--- config.mk ---
export PLATFORM = sky130hd
export DESIGN_NAME = call_stack_exclusive_time_profiler
export DESIGN_NICKNAME = d
export VERILOG_FILES = /design/src/hdl/cset_pkg.sv /design/src/hdl/cset_alu.sv /design/src/hdl/call_stack_exclusive_time_profiler.sv
export SDC_FILE = /design/constraint.sdc
export NUM_CORES = 2
export LEC_CHECK = 0
export BUFFER_PORTS_ARGS = -buffer_cell sky130_fd_sc_hd__buf_2
export CAP_MARGIN = 40
export CORE_MARGIN = 10
export CORE_UTILIZATION = 30
export CTS_BUF_LIST = sky130_fd_sc_hd__clkbuf_2
export DETAILED_ROUTE_END_ITERATION = 6
export MAX_ROUTING_LAYER = met4
export PLACE_DENSITY_LB_ADDON = 0.25
export REMOVE_ABC_BUFFERS = 1
export SKIP_LAST_GASP = 1
export SYNTH_ARGS = -nofsm -noshare
export SYNTH_HDL_FRONTEND = slang
export SYNTH_SLANG_ARGS = --single-unit
--- constraint.sdc ---
create_clock -name clock -period 7.22 [get_ports clock]
set_input_delay 0.722 -clock clock [delete_from_list [all_inputs] [get_ports clock]]
set_output_delay 0.722 -clock clock [all_outputs]
set_load 0.005 [all_outputs]
--- src/hdl/cset_pkg.sv ---
// Shared constants, command codes and arithmetic-unit types for the
// call stack exclusive time profiler. No dependencies.
`timescale 1ns / 1ps

package cset_pkg;

   // Table and stack sizes
   localparam int MAX_FUNCS   = 64;
   localparam int STACK_DEPTH = 64;

   // Field widths
   localparam int ID_W   = 6;
   localparam int TIME_W = 32;
   localparam int CNT_W  = 7;
   localparam int AMT_W  = TIME_W + 1;

   // Derived widths
   localparam int TOT_AW = $clog2(MAX_FUNCS);
   localparam int SAW    = $clog2(STACK_DEPTH);
   localparam int LVL_W  = $clog2(STACK_DEPTH + 1);

   // A dump reports at most this many functions
   localparam int ID_LIMIT   = 2 ** ID_W;
   localparam int DUMP_LIMIT = (MAX_FUNCS < ID_LIMIT) ? MAX_FUNCS : ID_LIMIT;

   localparam logic [CNT_W-1:0] COUNT_RESET = CNT_W'(64);

   // Command codes
   localparam logic [1:0] CMD_START = 2'd0;
   localparam logic [1:0] CMD_END   = 2'd1;
   localparam logic [1:0] CMD_DUMP  = 2'd2;

   // Shared arithmetic unit control
   typedef enum logic {
      ALU_ADD_SAT,
      ALU_SUB_CLAMP
   } alu_op_type;

   typedef struct packed {
      alu_op_type op;
      logic       cin;
   } alu_ctl_type;

endpackage

--- src/hdl/cset_alu.sv ---
// Shared add/subtract unit: saturating add or clamped subtract with carry-in.
// Depends on cset_pkg.
`timescale 1ns / 1ps

module cset_alu
   import cset_pkg::*;
(
   input  alu_ctl_type      ctl,
   input  logic [AMT_W-1:0] opa,
   input  logic [AMT_W-1:0] opb,
   output logic [AMT_W-1:0] result
);

   logic [AMT_W:0] opb_x;
   logic [AMT_W:0] sum;

   // One adder: a + b + cin, or a - b + cin
   always_comb begin
      if (ctl.op == ALU_SUB_CLAMP) begin
         opb_x = ~{1'b0, opb};
      end else begin
         opb_x = {1'b0, opb};
      end
      sum = {1'b0, opa} + opb_x + (AMT_W+1)'(ctl.op == ALU_SUB_CLAMP) + (AMT_W+1)'(ctl.cin);
   end

   // Clamp negative differences to zero, saturate sums at the 32-bit maximum
   always_comb begin
      if (ctl.op == ALU_SUB_CLAMP) begin
         result = sum[AMT_W] ? '0 : sum[AMT_W-1:0];
      end else begin
         result = (sum[AMT_W:TIME_W] != '0) ? {1'b0, {TIME_W{1'b1}}} : sum[AMT_W-1:0];
      end
   end

endmodule

--- src/hdl/call_stack_exclusive_time_profiler.sv ---
// Exclusive time profiler: start/end/dump transactions sequenced over one shared adder.
// Start on empty or full stack, end on empty stack, unknown command: busy stays low.
// Other start: busy through S_TOP and S_ACC; end: busy through S_TOP, S_ACC and S_PREV.
// Dump of N results: each result is read in S_DRD and registered out of S_DOUT, one after
// another, busy until the last. Results cannot be stalled; each is shown for one cycle with rsp_strobe.
// Synchronous active-high reset clears level, time, error, totals valid bits, count=64.
`timescale 1ns / 1ps

module call_stack_exclusive_time_profiler
   import cset_pkg::*;
(
   input  logic                clock,
   input  logic                reset,
   input  logic                start,
   output logic                busy,
   input  logic [1:0]          req_command,
   input  logic [ID_W-1:0]     req_function_id,
   input  logic [TIME_W-1:0]   req_timestamp,
   output logic                rsp_strobe,
   output logic [ID_W-1:0]     rsp_result_id,
   output logic [TIME_W-1:0]   rsp_exclusive_total,
   output logic                rsp_error_seen,
   output logic                rsp_last,
   input  logic                csr_we,
   input  logic [CNT_W-1:0]    csr_wdata
);

   typedef enum logic [2:0] {
      S_IDLE,
      S_TOP,
      S_ACC,
      S_PREV,
      S_DRD,
      S_DOUT
   } state_type;

   state_type state_ff, state_in;

   logic [CNT_W-1:0]  count_ff;
   logic [LVL_W-1:0]  level_ff, level_in;
   logic [TIME_W-1:0] prev_ff, prev_in;
   logic              err_ff, err_in;
   logic [MAX_FUNCS-1:0] tv_ff, tv_in;
   logic [CNT_W-1:0]  k_ff, k_in;
   logic [1:0]        cmd_ff, cmd_in;
   logic [ID_W-1:0]   id_ff, id_in;
   logic [TIME_W-1:0] time_ff, time_in;
   logic [AMT_W-1:0]  amount_ff, amount_in;
   logic              strobe_ff, strobe_in;
   logic [ID_W-1:0]   rid_ff, rid_in;
   logic [TIME_W-1:0] rtot_ff, rtot_in;
   logic              rerr_ff, rerr_in;
   logic              rlast_ff, rlast_in;

   // Memories and their registered read data
   logic [ID_W-1:0]   stack_mem [STACK_DEPTH];
   logic [TIME_W-1:0] tot_mem [MAX_FUNCS];
   logic [ID_W-1:0]   stack_rd_ff;
   logic [TIME_W-1:0] tot_rd_ff;
   logic              tv_rd_ff;

   logic              stack_we, stack_re;
   logic [SAW-1:0]    stack_waddr, stack_raddr;
   logic [LVL_W-1:0]  level_m1;
   logic              tot_we, tot_re;
   logic [TOT_AW-1:0] tot_addr;
   logic              charge_ok;
   logic              accept;
   logic [CNT_W-1:0]  eff_count;
   logic [CNT_W-1:0]  k_next;

   alu_ctl_type       alu_ctl;
   logic [AMT_W-1:0]  alu_a, alu_b, alu_res;

   assign accept    = start && (state_ff == S_IDLE);
   assign busy      = (state_ff != S_IDLE);
   assign level_m1  = level_ff - LVL_W'(1);
   assign charge_ok = (32'(stack_rd_ff) < 32'(MAX_FUNCS));
   assign k_next    = k_ff + CNT_W'(1);

   // Clamp the configured count into 1..DUMP_LIMIT
   always_comb begin
      if (count_ff == '0) begin
         eff_count = CNT_W'(1);
      end else if (32'(count_ff) > 32'(DUMP_LIMIT)) begin
         eff_count = CNT_W'(DUMP_LIMIT);
      end else begin
         eff_count = count_ff;
      end
   end

   // Operand selection for the shared unit
   always_comb begin
      alu_ctl = '{op: ALU_ADD_SAT, cin: 1'b0};
      alu_a   = {1'b0, time_ff};
      alu_b   = AMT_W'(1);
      unique case (state_ff)
         S_TOP: begin
            alu_ctl = '{op: ALU_SUB_CLAMP, cin: (cmd_ff == CMD_END)};
            alu_a   = {1'b0, time_ff};
            alu_b   = {1'b0, prev_ff};
         end
         S_ACC: begin
            alu_a = {1'b0, (tv_rd_ff ? tot_rd_ff : '0)};
            alu_b = amount_ff;
         end
         default: begin
         end
      endcase
   end

   cset_alu u_alu (
      .ctl    (alu_ctl),
      .opa    (alu_a),
      .opb    (alu_b),
      .result (alu_res)
   );

   // Sequencer and next-state logic
   always_comb begin
      state_in  = state_ff;
      level_in  = level_ff;
      prev_in   = prev_ff;
      err_in    = err_ff;
      tv_in     = tv_ff;
      k_in      = k_ff;
      cmd_in    = cmd_ff;
      id_in     = id_ff;
      time_in   = time_ff;
      amount_in = amount_ff;
      strobe_in = 1'b0;
      rid_in    = rid_ff;
      rtot_in   = rtot_ff;
      rerr_in   = rerr_ff;
      rlast_in  = rlast_ff;
      stack_we  = 1'b0;
      stack_re  = 1'b0;
      stack_waddr = SAW'(level_ff);
      stack_raddr = SAW'(level_m1);
      tot_we    = 1'b0;
      tot_re    = 1'b0;
      tot_addr  = TOT_AW'(stack_rd_ff);

      unique case (state_ff)
         S_IDLE: begin
            if (accept) begin
               cmd_in  = req_command;
               id_in   = req_function_id;
               time_in = req_timestamp;
               case (req_command)
                  CMD_START: begin
                     if (level_ff == LVL_W'(STACK_DEPTH)) begin
                        err_in = 1'b1;
                     end else if (level_ff == '0) begin
                        stack_we = 1'b1;
                        level_in = level_ff + LVL_W'(1);
                        prev_in  = req_timestamp;
                     end else begin
                        stack_re = 1'b1;
                        state_in = S_TOP;
                     end
                  end
                  CMD_END: begin
                     if (level_ff == '0) begin
                        err_in = 1'b1;
                     end else begin
                        stack_re = 1'b1;
                        state_in = S_TOP;
                     end
                  end
                  CMD_DUMP: begin
                     k_in     = '0;
                     state_in = S_DRD;
                  end
                  default: begin
                  end
               endcase
            end
         end
         S_TOP: begin
            // Charge amount, fetch the total of the top function
            amount_in = alu_res;
            tot_re    = 1'b1;
            state_in  = S_ACC;
         end
         S_ACC: begin
            tot_we = charge_ok;
            if (charge_ok) begin
               tv_in[tot_addr] = 1'b1;
            end
            if (cmd_ff == CMD_END) begin
               level_in = level_m1;
               state_in = S_PREV;
            end else begin
               stack_we = 1'b1;
               level_in = level_ff + LVL_W'(1);
               prev_in  = time_ff;
               state_in = S_IDLE;
            end
         end
         S_PREV: begin
            prev_in  = alu_res[TIME_W-1:0];
            state_in = S_IDLE;
         end
         S_DRD: begin
            tot_addr = TOT_AW'(k_ff);
            tot_re   = 1'b1;
            state_in = S_DOUT;
         end
         S_DOUT: begin
            strobe_in = 1'b1;
            rid_in    = ID_W'(k_ff);
            rtot_in   = tv_rd_ff ? tot_rd_ff : '0;
            rerr_in   = err_ff;
            rlast_in  = (k_next == eff_count);
            if (k_next == eff_count) begin
               level_in = '0;
               prev_in  = '0;
               err_in   = 1'b0;
               tv_in    = '0;
               state_in = S_IDLE;
            end else begin
               k_in     = k_next;
               state_in = S_DRD;
            end
         end
         default: begin
            state_in = S_IDLE;
         end
      endcase
   end

   // Hold state, control and the result strobe
   always_ff @(posedge clock) begin
      if (reset) begin
         state_ff  <= S_IDLE;
         count_ff  <= COUNT_RESET;
         level_ff  <= '0;
         prev_ff   <= '0;
         err_ff    <= 1'b0;
         tv_ff     <= '0;
         strobe_ff <= 1'b0;
      end else begin
         state_ff  <= state_in;
         if (csr_we) begin
            count_ff <= csr_wdata;
         end
         level_ff  <= level_in;
         prev_ff   <= prev_in;
         err_ff    <= err_in;
         tv_ff     <= tv_in;
         strobe_ff <= strobe_in;
      end
   end

   // Payload registers
   always_ff @(posedge clock) begin
      k_ff      <= k_in;
      cmd_ff    <= cmd_in;
      id_ff     <= id_in;
      time_ff   <= time_in;
      amount_ff <= amount_in;
      rid_ff    <= rid_in;
      rtot_ff   <= rtot_in;
      rerr_ff   <= rerr_in;
      rlast_ff  <= rlast_in;
   end

   // Call stack memory
   always_ff @(posedge clock) begin
      if (stack_we) begin
         stack_mem[stack_waddr] <= (state_ff == S_IDLE) ? req_function_id : id_ff;
      end
      if (stack_re) begin
         stack_rd_ff <= stack_mem[stack_raddr];
      end
   end

   // Totals memory with valid bit read alongside
   always_ff @(posedge clock) begin
      if (tot_we) begin
         tot_mem[tot_addr] <= alu_res[TIME_W-1:0];
      end
      if (tot_re) begin
         tot_rd_ff <= tot_mem[tot_addr];
         tv_rd_ff  <= tv_ff[tot_addr];
      end
   end

   assign rsp_strobe          = strobe_ff;
   assign rsp_result_id       = rid_ff;
   assign rsp_exclusive_total = rtot_ff;
   assign rsp_error_seen      = rerr_ff;
   assign rsp_last            = rlast_ff;

`ifndef SYNTH
   a_level_bound: assert property (@(posedge clock) disable iff (reset)
      level_ff <= LVL_W'(STACK_DEPTH))
      else $error("stack level above depth");

   a_strobe_src: assert property (@(posedge clock) disable iff (reset)
      strobe_ff |-> $past(state_ff == S_DOUT))
      else $error("result strobe without dump output step");

   a_last_clears: assert property (@(posedge clock) disable iff (reset)
      (strobe_ff && rlast_ff) |-> (level_ff == '0 && !err_ff && tv_ff == '0))
      else $error("state not cleared after final dump result");

   a_overflow_err: assert property (@(posedge clock) disable iff (reset)
      (accept && req_command == CMD_START && level_ff == LVL_W'(STACK_DEPTH))
      |=> (err_ff && $stable(level_ff)))
      else $error("overflow not flagged");
`endif

endmodule

# ---- Word level (Yosys, flattened, before mapping)
# Memory sizes are Yosys's and may differ from the RTL's. A register that Yosys moved wholly into a read port is not among the register bits.
# Cells that the tools add are included.
dict set report classes {
  addsub 6
  magnitude_cmp 4
  n_eq_ne 23
  n_mux 67
  bitwise_logic 2
  reduce_logical 20
}
# operator count
set ops {}
lappend ops {{$mux W32} 8}
lappend ops {{$pmux W32 S4} 1}
lappend ops {{$pmux W64 S2} 1}
lappend ops {{$mux W33} 3}
lappend ops {{$mux W7} 11}
lappend ops {{$add A34 B1 Y34} 2}
lappend ops {{$pmux W33 S2} 1}
lappend ops {{$mux W64} 1}
lappend ops {{$or A64 B64 Y64} 1}
lappend ops {{$add A32 B34 Y34} 1}
lappend ops {{$mux W34} 1}
lappend ops {{$not A33 Y34} 1}
lappend ops {{$mux W1} 22}
lappend ops {{$pmux W7 S3} 1}
lappend ops {{$pmux W3 S5} 1}
lappend ops {{$add A7 B1 Y7 const B} 2}
lappend ops {{$logic_not A7 Y1} 2}
lappend ops {{$lt A6 B7 Y1 const B} 2}
lappend ops {{$pmux W7 S2} 1}
lappend ops {{$mux W3} 4}
lappend ops {{$mux W6} 2}
lappend ops {{$reduce_and A6 Y1} 2}
lappend ops {{$ne A2 B2 Y1 const B} 5}
lappend ops {{$ne A3 B3 Y1 const B} 3}
lappend ops {{other kinds (29)} 43}
dict set report totals {
  register_bits 236
  ram_bits 2432
  in_bits 51
  out_inout_bits 42
  word_cells 141
  mem_count 2
}
# memory depth width read_ports rd_clocked_by_memory_dff write_ports line
set mem_list {}
lappend mem_list {tot_mem 64 32 1 1 1 call_stack_exclusive_time_profiler.sv:57} ;# logic [TIME_W-1:0] tot_mem [MAX_FUNCS];
lappend mem_list {stack_mem 64 6 1 1 1 call_stack_exclusive_time_profiler.sv:56} ;# logic [ID_W-1:0] stack_mem [STACK_DEPTH];

# ---- Logic depth before layout (Yosys ltp)
dict set report depth {
  depth_word 11
  depth_mapped 21
  ltp_nobuf 16
}

# ---- By module
# A second synthesis with hierarchy kept.
dict set report unflattened {
  cells_unflattened 6054
  area_unflattened_um2 104331.3
}
# mod n_inst cells_per_inst area_per_inst_um2 seq_area_each_um2
set by_module_without_submodules {}
lappend by_module_without_submodules {call_stack_exclusive_time_profiler 1 5679 101635.0 80106.8}
lappend by_module_without_submodules {cset_alu 1 375 2696.3 0.0}

# ---- Least setup slack after synthesis
# No wires, ideal clock.
dict set report synth_path {
  path_type {reg-to-reg}
  from {register state_ff[1]}
  to {register amount_ff[26] (data pin)}
  setup_ps 709
  t_arrival_ps 7003
  t_required_ps 6511
  setup_slack_ps -493
  path_stages_with_launch 20
  n_path_buf 4
  cell_sequence {dfxtp_1 clkbuf_1 nand2b_1 nor2_1 clkbuf_1 buf_1 buf_1 nand2_1 o21ai_0 ha_1 fa_1 a211o_1 a211oi_2 or4_1 nand2_1 a2111oi_2 nor2b_2 xor2_1 nor3_1 o21ai_0}
}
dict set report synth_via {
  elab_chain_cells 10
  elab_cells_between_ends 14
  cone_classes {add/sub (3); eq/ne (2); mux (7); bitwise (1); reduce/logical (1)}
}
# item line
set synth_rtl {}
lappend synth_rtl {{start: declaration} call_stack_exclusive_time_profiler.sv:37} ;# state_type state_ff, state_in;
lappend synth_rtl {{start signal: assignment} call_stack_exclusive_time_profiler.sv:244} ;# state_ff <= state_in;
lappend synth_rtl {{$eq A3 B2 Y1 / $eq A3 B1 Y1 (equally long branches)} call_stack_exclusive_time_profiler.sv:97} ;# unique case (state_ff)
lappend synth_rtl {{$pmux W33 S2} call_stack_exclusive_time_profiler.sv:97}
lappend synth_rtl {{$not A33 Y34} cset_alu.sv:20} ;# opb_x = ~{1'b0, opb};
lappend synth_rtl {{$mux W34} cset_alu.sv:19} ;# if (ctl.op == ALU_SUB_CLAMP) begin
lappend synth_rtl {{$add A32 B34 Y34} cset_alu.sv:24} ;# sum = {1'b0, opa} + opb_x + (AMT_W+1)'(ctl.op == ALU_SUB_CLAMP) + (AMT_W+1)'(ctl.cin);
lappend synth_rtl {{$add A34 B1 Y34 (2 in series)} cset_alu.sv:24}
lappend synth_rtl {{$reduce_bool A2 Y1} cset_alu.sv:32} ;# result = (sum[AMT_W:TIME_W] != '0) ? {1'b0, {TIME_W{1'b1}}} : sum[AMT_W-1:0];
lappend synth_rtl {{$mux W33} cset_alu.sv:32}
lappend synth_rtl {{$mux W33 (*)} cset_alu.sv:29} ;# if (ctl.op == ALU_SUB_CLAMP) begin
lappend synth_rtl {{via alu_res[26]} call_stack_exclusive_time_profiler.sv:73} ;# logic [AMT_W-1:0] alu_a, alu_b, alu_res;
lappend synth_rtl {{end signal: assignment} call_stack_exclusive_time_profiler.sv:262} ;# amount_ff <= amount_in;
lappend synth_rtl {{end: declaration} call_stack_exclusive_time_profiler.sv:48} ;# logic [AMT_W-1:0] amount_ff, amount_in;
# Mark *: on every way through the listed nets, which the timed path passes. The rest lies on a longest branch.
# A chain may end at the register's enable or synchronous reset.

# ---- Final worst setup path
dict set report layout_path {
  from {register state_ff[1]}
  to {memory tot_mem[54][28] (data pin)}
}
dict set report layout_via {
  elab_chain_cells 10
  elab_cells_between_ends 14
  cone_classes {add/sub (3); eq/ne (2); mux (7); bitwise (1); reduce/logical (1)}
}
# item line
set layout_rtl {}
lappend layout_rtl {{$eq A3 B2 Y1 / $eq A3 B1 Y1 (equally long branches)} call_stack_exclusive_time_profiler.sv:97}
lappend layout_rtl {{$pmux W33 S2} call_stack_exclusive_time_profiler.sv:97}
lappend layout_rtl {{$not A33 Y34} cset_alu.sv:20}
lappend layout_rtl {{$mux W34} cset_alu.sv:19}
lappend layout_rtl {{$add A32 B34 Y34} cset_alu.sv:24}
lappend layout_rtl {{$add A34 B1 Y34 (2 in series)} cset_alu.sv:24}
lappend layout_rtl {{$reduce_bool A2 Y1} cset_alu.sv:32}
lappend layout_rtl {{$mux W33} cset_alu.sv:32}
lappend layout_rtl {{$mux W33 (*)} cset_alu.sv:29}
lappend layout_rtl {{via alu_res[28]} call_stack_exclusive_time_profiler.sv:73}
lappend layout_rtl {{end: declaration} call_stack_exclusive_time_profiler.sv:57}
# Marked as above.

==> flow_metrics.py <==
metrics = {
    "outcome": {
        "status": "completed",
    },
    "logic_synthesis": {
        "yosysWarnings": 0,
        "yosys.cell_types.count": 82,
        "async_reset_ff_frac": 0,
        "synth.area.top_cells": "edfxtp_1 76%, a22oi_1 7.2%, mux4_2 2.6%",
        "netlist.area_leader.share": 0.7599,
        "syn_inst": 5870,
        "yosysMostFrequentCell": "edfxtp_1",
        "ys_ff_latch": 2706,
        "synthTopCellsByCount": "2,591 x edfxtp_1, 979 x a22oi_1, 297 x nor2_1",
        "syn_area_per_cell_um2": 17.44,
        "ys_seq_area_frac": 0.7824,
        "synth_ff_type": "edfxtp_1",
        "synth_top_area_cell": "edfxtp_1",
        "synth_edf_count": 2591,
        "synth_area_mm2": 0.1024,
    },
    "sta": {
        "setup_tns_ns": 0,
        "worst_pin_slew_ns": 0.9187,
        "rsz0062_at_grt": "false",
        "clock_skew_ns": 0.2703,
        "setup_viol": 0,
        "relSlewSlack": 0.3846,
        "period_needed_ns": 6.374,
        "timing.final.crit_share": 0.8829,
        "clock.fmax_mhz": 156.9,
        "drv_slew": 0,
        "layout_setup_ws_ns": 0.8456,
        "hold_viol_final": 0,
    },
    "worst_hold_path": {
        "holdCritPathClass": "input port to flop",
        "hold_path_end": "time_ff[13]",
        "min_from": "req_timestamp[13]",
        "hold_path_depth": 3,
    },
    "setup_path": {
        "timing.rr.end": "tot_mem[54][28]",
        "critical_path.max_stage_delay_ns": 0.65,
        "crit_chain": "nand2b_1 -> nor2_4 -> buf_4 -> mux2_2 -> ha_1 -> ha_1 -> a21oi_1 -> o21ai_0 -> o21ai_0 -> a21oi_1 -> o21ai_1 -> or4bb_1 -> o311ai_4 -> a21boi_0 -> inv_2 -> buf_12",
        "reg2regPathDepth": 16,
        "end_kind": "flop",
        "timing.rr.start": "state_ff[1]",
        "crit_slowest_cell": "o21ai_0",
        "cp.buffers_inverters": 3,
        "arrival_ns": 7.78,
        "critical_path.top_delay_family": "compound AO/OA/AOI/OAI gates",
        "critPathMaxFanout": 48,
        "start_kind": "flop",
        "critPathKind": "flop to flop",
        "reg2reg_slack_ns": 0.85,
        "cp.required_ns": 8.62,
    },
    "global_routing": {
        "grt_pass1_vias": 62160,
        "grt_overflow_total": 0,
        "track_usage": 0.1846,
        "grt_pass1_wl_mm": 477.1,
        "grt_max_degree": 82,
        "antenna_found_initial": 20,
    },
    "final_layout": {
        "nNetsFinal": 6777,
        "syn_to_final_growth_pct": 15.26,
        "multi_input_area_mm2": 0.02162,
        "nFillCells": 32590,
        "seq_area_mm2": 0.08011,
        "layout-drive-gt1-share": 0.2352,
    },
    "floorplan": {
        "die_area_mm2": 0.3651,
        "pin_count": 93,
        "rows": 214,
        "start_util": 0.3013,
        "die_w_um": 604.2,
        "die_h_um": 604.2,
        "core_area_mm2": 0.3398,
    },
    "detailed_routing": {
        "route.detailed.drc": 0,
        "firstDrtPassIters": 5,
        "wl_per_cell_um": 29.36,
        "routed_wl_mm": 342.3,
        "vias_per_cell": 5.377,
        "antenna_left": 0,
        "drt_iter0_drc": 6900,
        "via_count": 62690,
    },
    "cts": {
        "root_buffer": "clkbuf_2",
        "clk_pin_slew_ns": 0.12,
        "clock-sinks": 2706,
        "cts_made_buffers": 657,
        "cts_tree": "yes",
        "cts_max_path_buffers": 4,
        "htree_levels": 6,
        "postCtsSetupBuffers": 0,
        "clock_latency_ns": 1.85,
    },
    "place": {
        "pre_cts_ws_ns": 1.154,
        "gp_congestion": 0.8431,
        "hpwlAfterDp_mm": 196.2,
        "port_buffers": 92,
    },
    "pwr": {
        "p_leak_uw": 0.03698,
        "p_seq_frac": 0.564,
        "p_sw_uw": 9875,
        "swShare": 0.2898,
        "ir_drop_mv": 0.2440,
        "power_frac_clock": 0.298,
        "p_int_uw": 24200,
        "power_frac_comb": 0.138,
        "p_per_area_mw_per_mm2": 288.7,
    },
    "flow_run": {
        "maxCapViolations": 0,
    },
}
[worst max path at each step]
stage                 from         endpoint  slack (ns)  cells past startpoint
2_1_floorplan  state_ff[1]     tot_rd_ff[4]      -10.74                      9
3_3_place_gp   state_ff[1]  tot_mem[11][28]        0.99                     15
3_5_place_dp   state_ff[1]  tot_mem[12][28]        1.15                     16
4_1_cts        state_ff[1]   tot_mem[26][5]        1.06                     16
5_1_grt        state_ff[1]  tot_mem[50][28]        0.60                     16
6_report       state_ff[1]  tot_mem[54][28]        0.85                     16
[power groups by stage]
stage	combinational, uW	clock, uW	sequential, uW
5_1_grt	5040	11300	19200
2_1_floorplan	2470	0	19800
3_3_place_gp	4510	0	19600
6_report	4690	10200	19200
4_1_cts	4740	10500	19200
3_5_place_dp	4680	0	19600
[tightest hold or removal path, delay by kind of cell]
family | cells | cell delay, ns
buffers and inverters | 3 | 1.21
[state kept, by name, indices dropped and copies added, names as in the netlist, 2 cells and up]
register / flops
prev_ff: 32
amount_ff: 33
id_ff: 6
time_ff: 32
rsp_exclusive_total: 32
stack_mem: 384
level_ff: 7
stack_rd_ff: 6
state_ff: 3
tot_rd_ff: 32
k_ff: 7
count_ff: 7
tv_ff: 64
rsp_result_id: 6
cmd_ff: 2
tot_mem: 2048
[per-layer routing]
layer / routed length, um / share of wire / track usage / vias to the layer above
met3: 24320 / 0.071 / 0.02960 / 554
met5: 0 / 0 / - / -
met2: 164900 / 0.48 / 0.2952 / 2967
li1: - / - / - / 26380
met4: 9985 / 0.029 / 0.05496 / 0
met1: 143100 / 0.42 / 0.2435 / 32800
[layout by cell type, fill, tap and decap left out, types with 120 or more instances in the layout]
cell	instances
a22oi_1	979
buf_4	219
mux4_2	120
nor2_1	222
clkbuf_2	932
nand4_1	176
a21oi_1	216
edfxtp_1	2591
clkinv_1	131
dlygate4sd3_1	128
[through the flow]
step           utilization  std cells  instance area, um2  power, uW  hold slack [ns]
2_1_floorplan            -       5494              100900      22240           0.4086
3_3_place_gp        0.3242      10370              110200      24100           0.4324
3_5_place_dp        0.3264      10410              110900      24250           0.4289
4_1_cts             0.3472      11640              118000      34430         0.007774
5_1_grt             0.3473      11660              118000      35530          0.09423
6_report            0.3473      11660              118000      34070           0.2022
[final cells by class]
type,count,share of cell area
multi-input combinational,2765,0.1832
timing repair buffer,504,0.03978
sequential,2706,0.6789
tap,4536,0.04809
clock buffer,932,0.03953
clock inverter,176,0.009405
antenna,18,0.0003817
inverter,23,0.0007316
[what timing repair did]
action | 4_1_cts | 5_1_grt
resized for setup | 0 | 0
hold buffers | 128 | 0
hold endpoints to repair | 598 | 0
[logic make-up (layout without fill, tap and decap cells)]
kind of cell             after synthesis  in the layout  synth area share
other                                  0             18                 0
buffers and inverters                399           1635           0.01569
flip-flops                          2706           2706            0.7824
multiplexers                         175            175           0.03224
adder cells (fa/ha/maj)               69             69          0.008505
AO/OA/AOI/OAI                       1697           1697            0.1194
XOR/XNOR                              43             43          0.003678
AND/OR/NAND/NOR                      781            781           0.03807
Note: power is estimated with default switching activity, not from simulation.
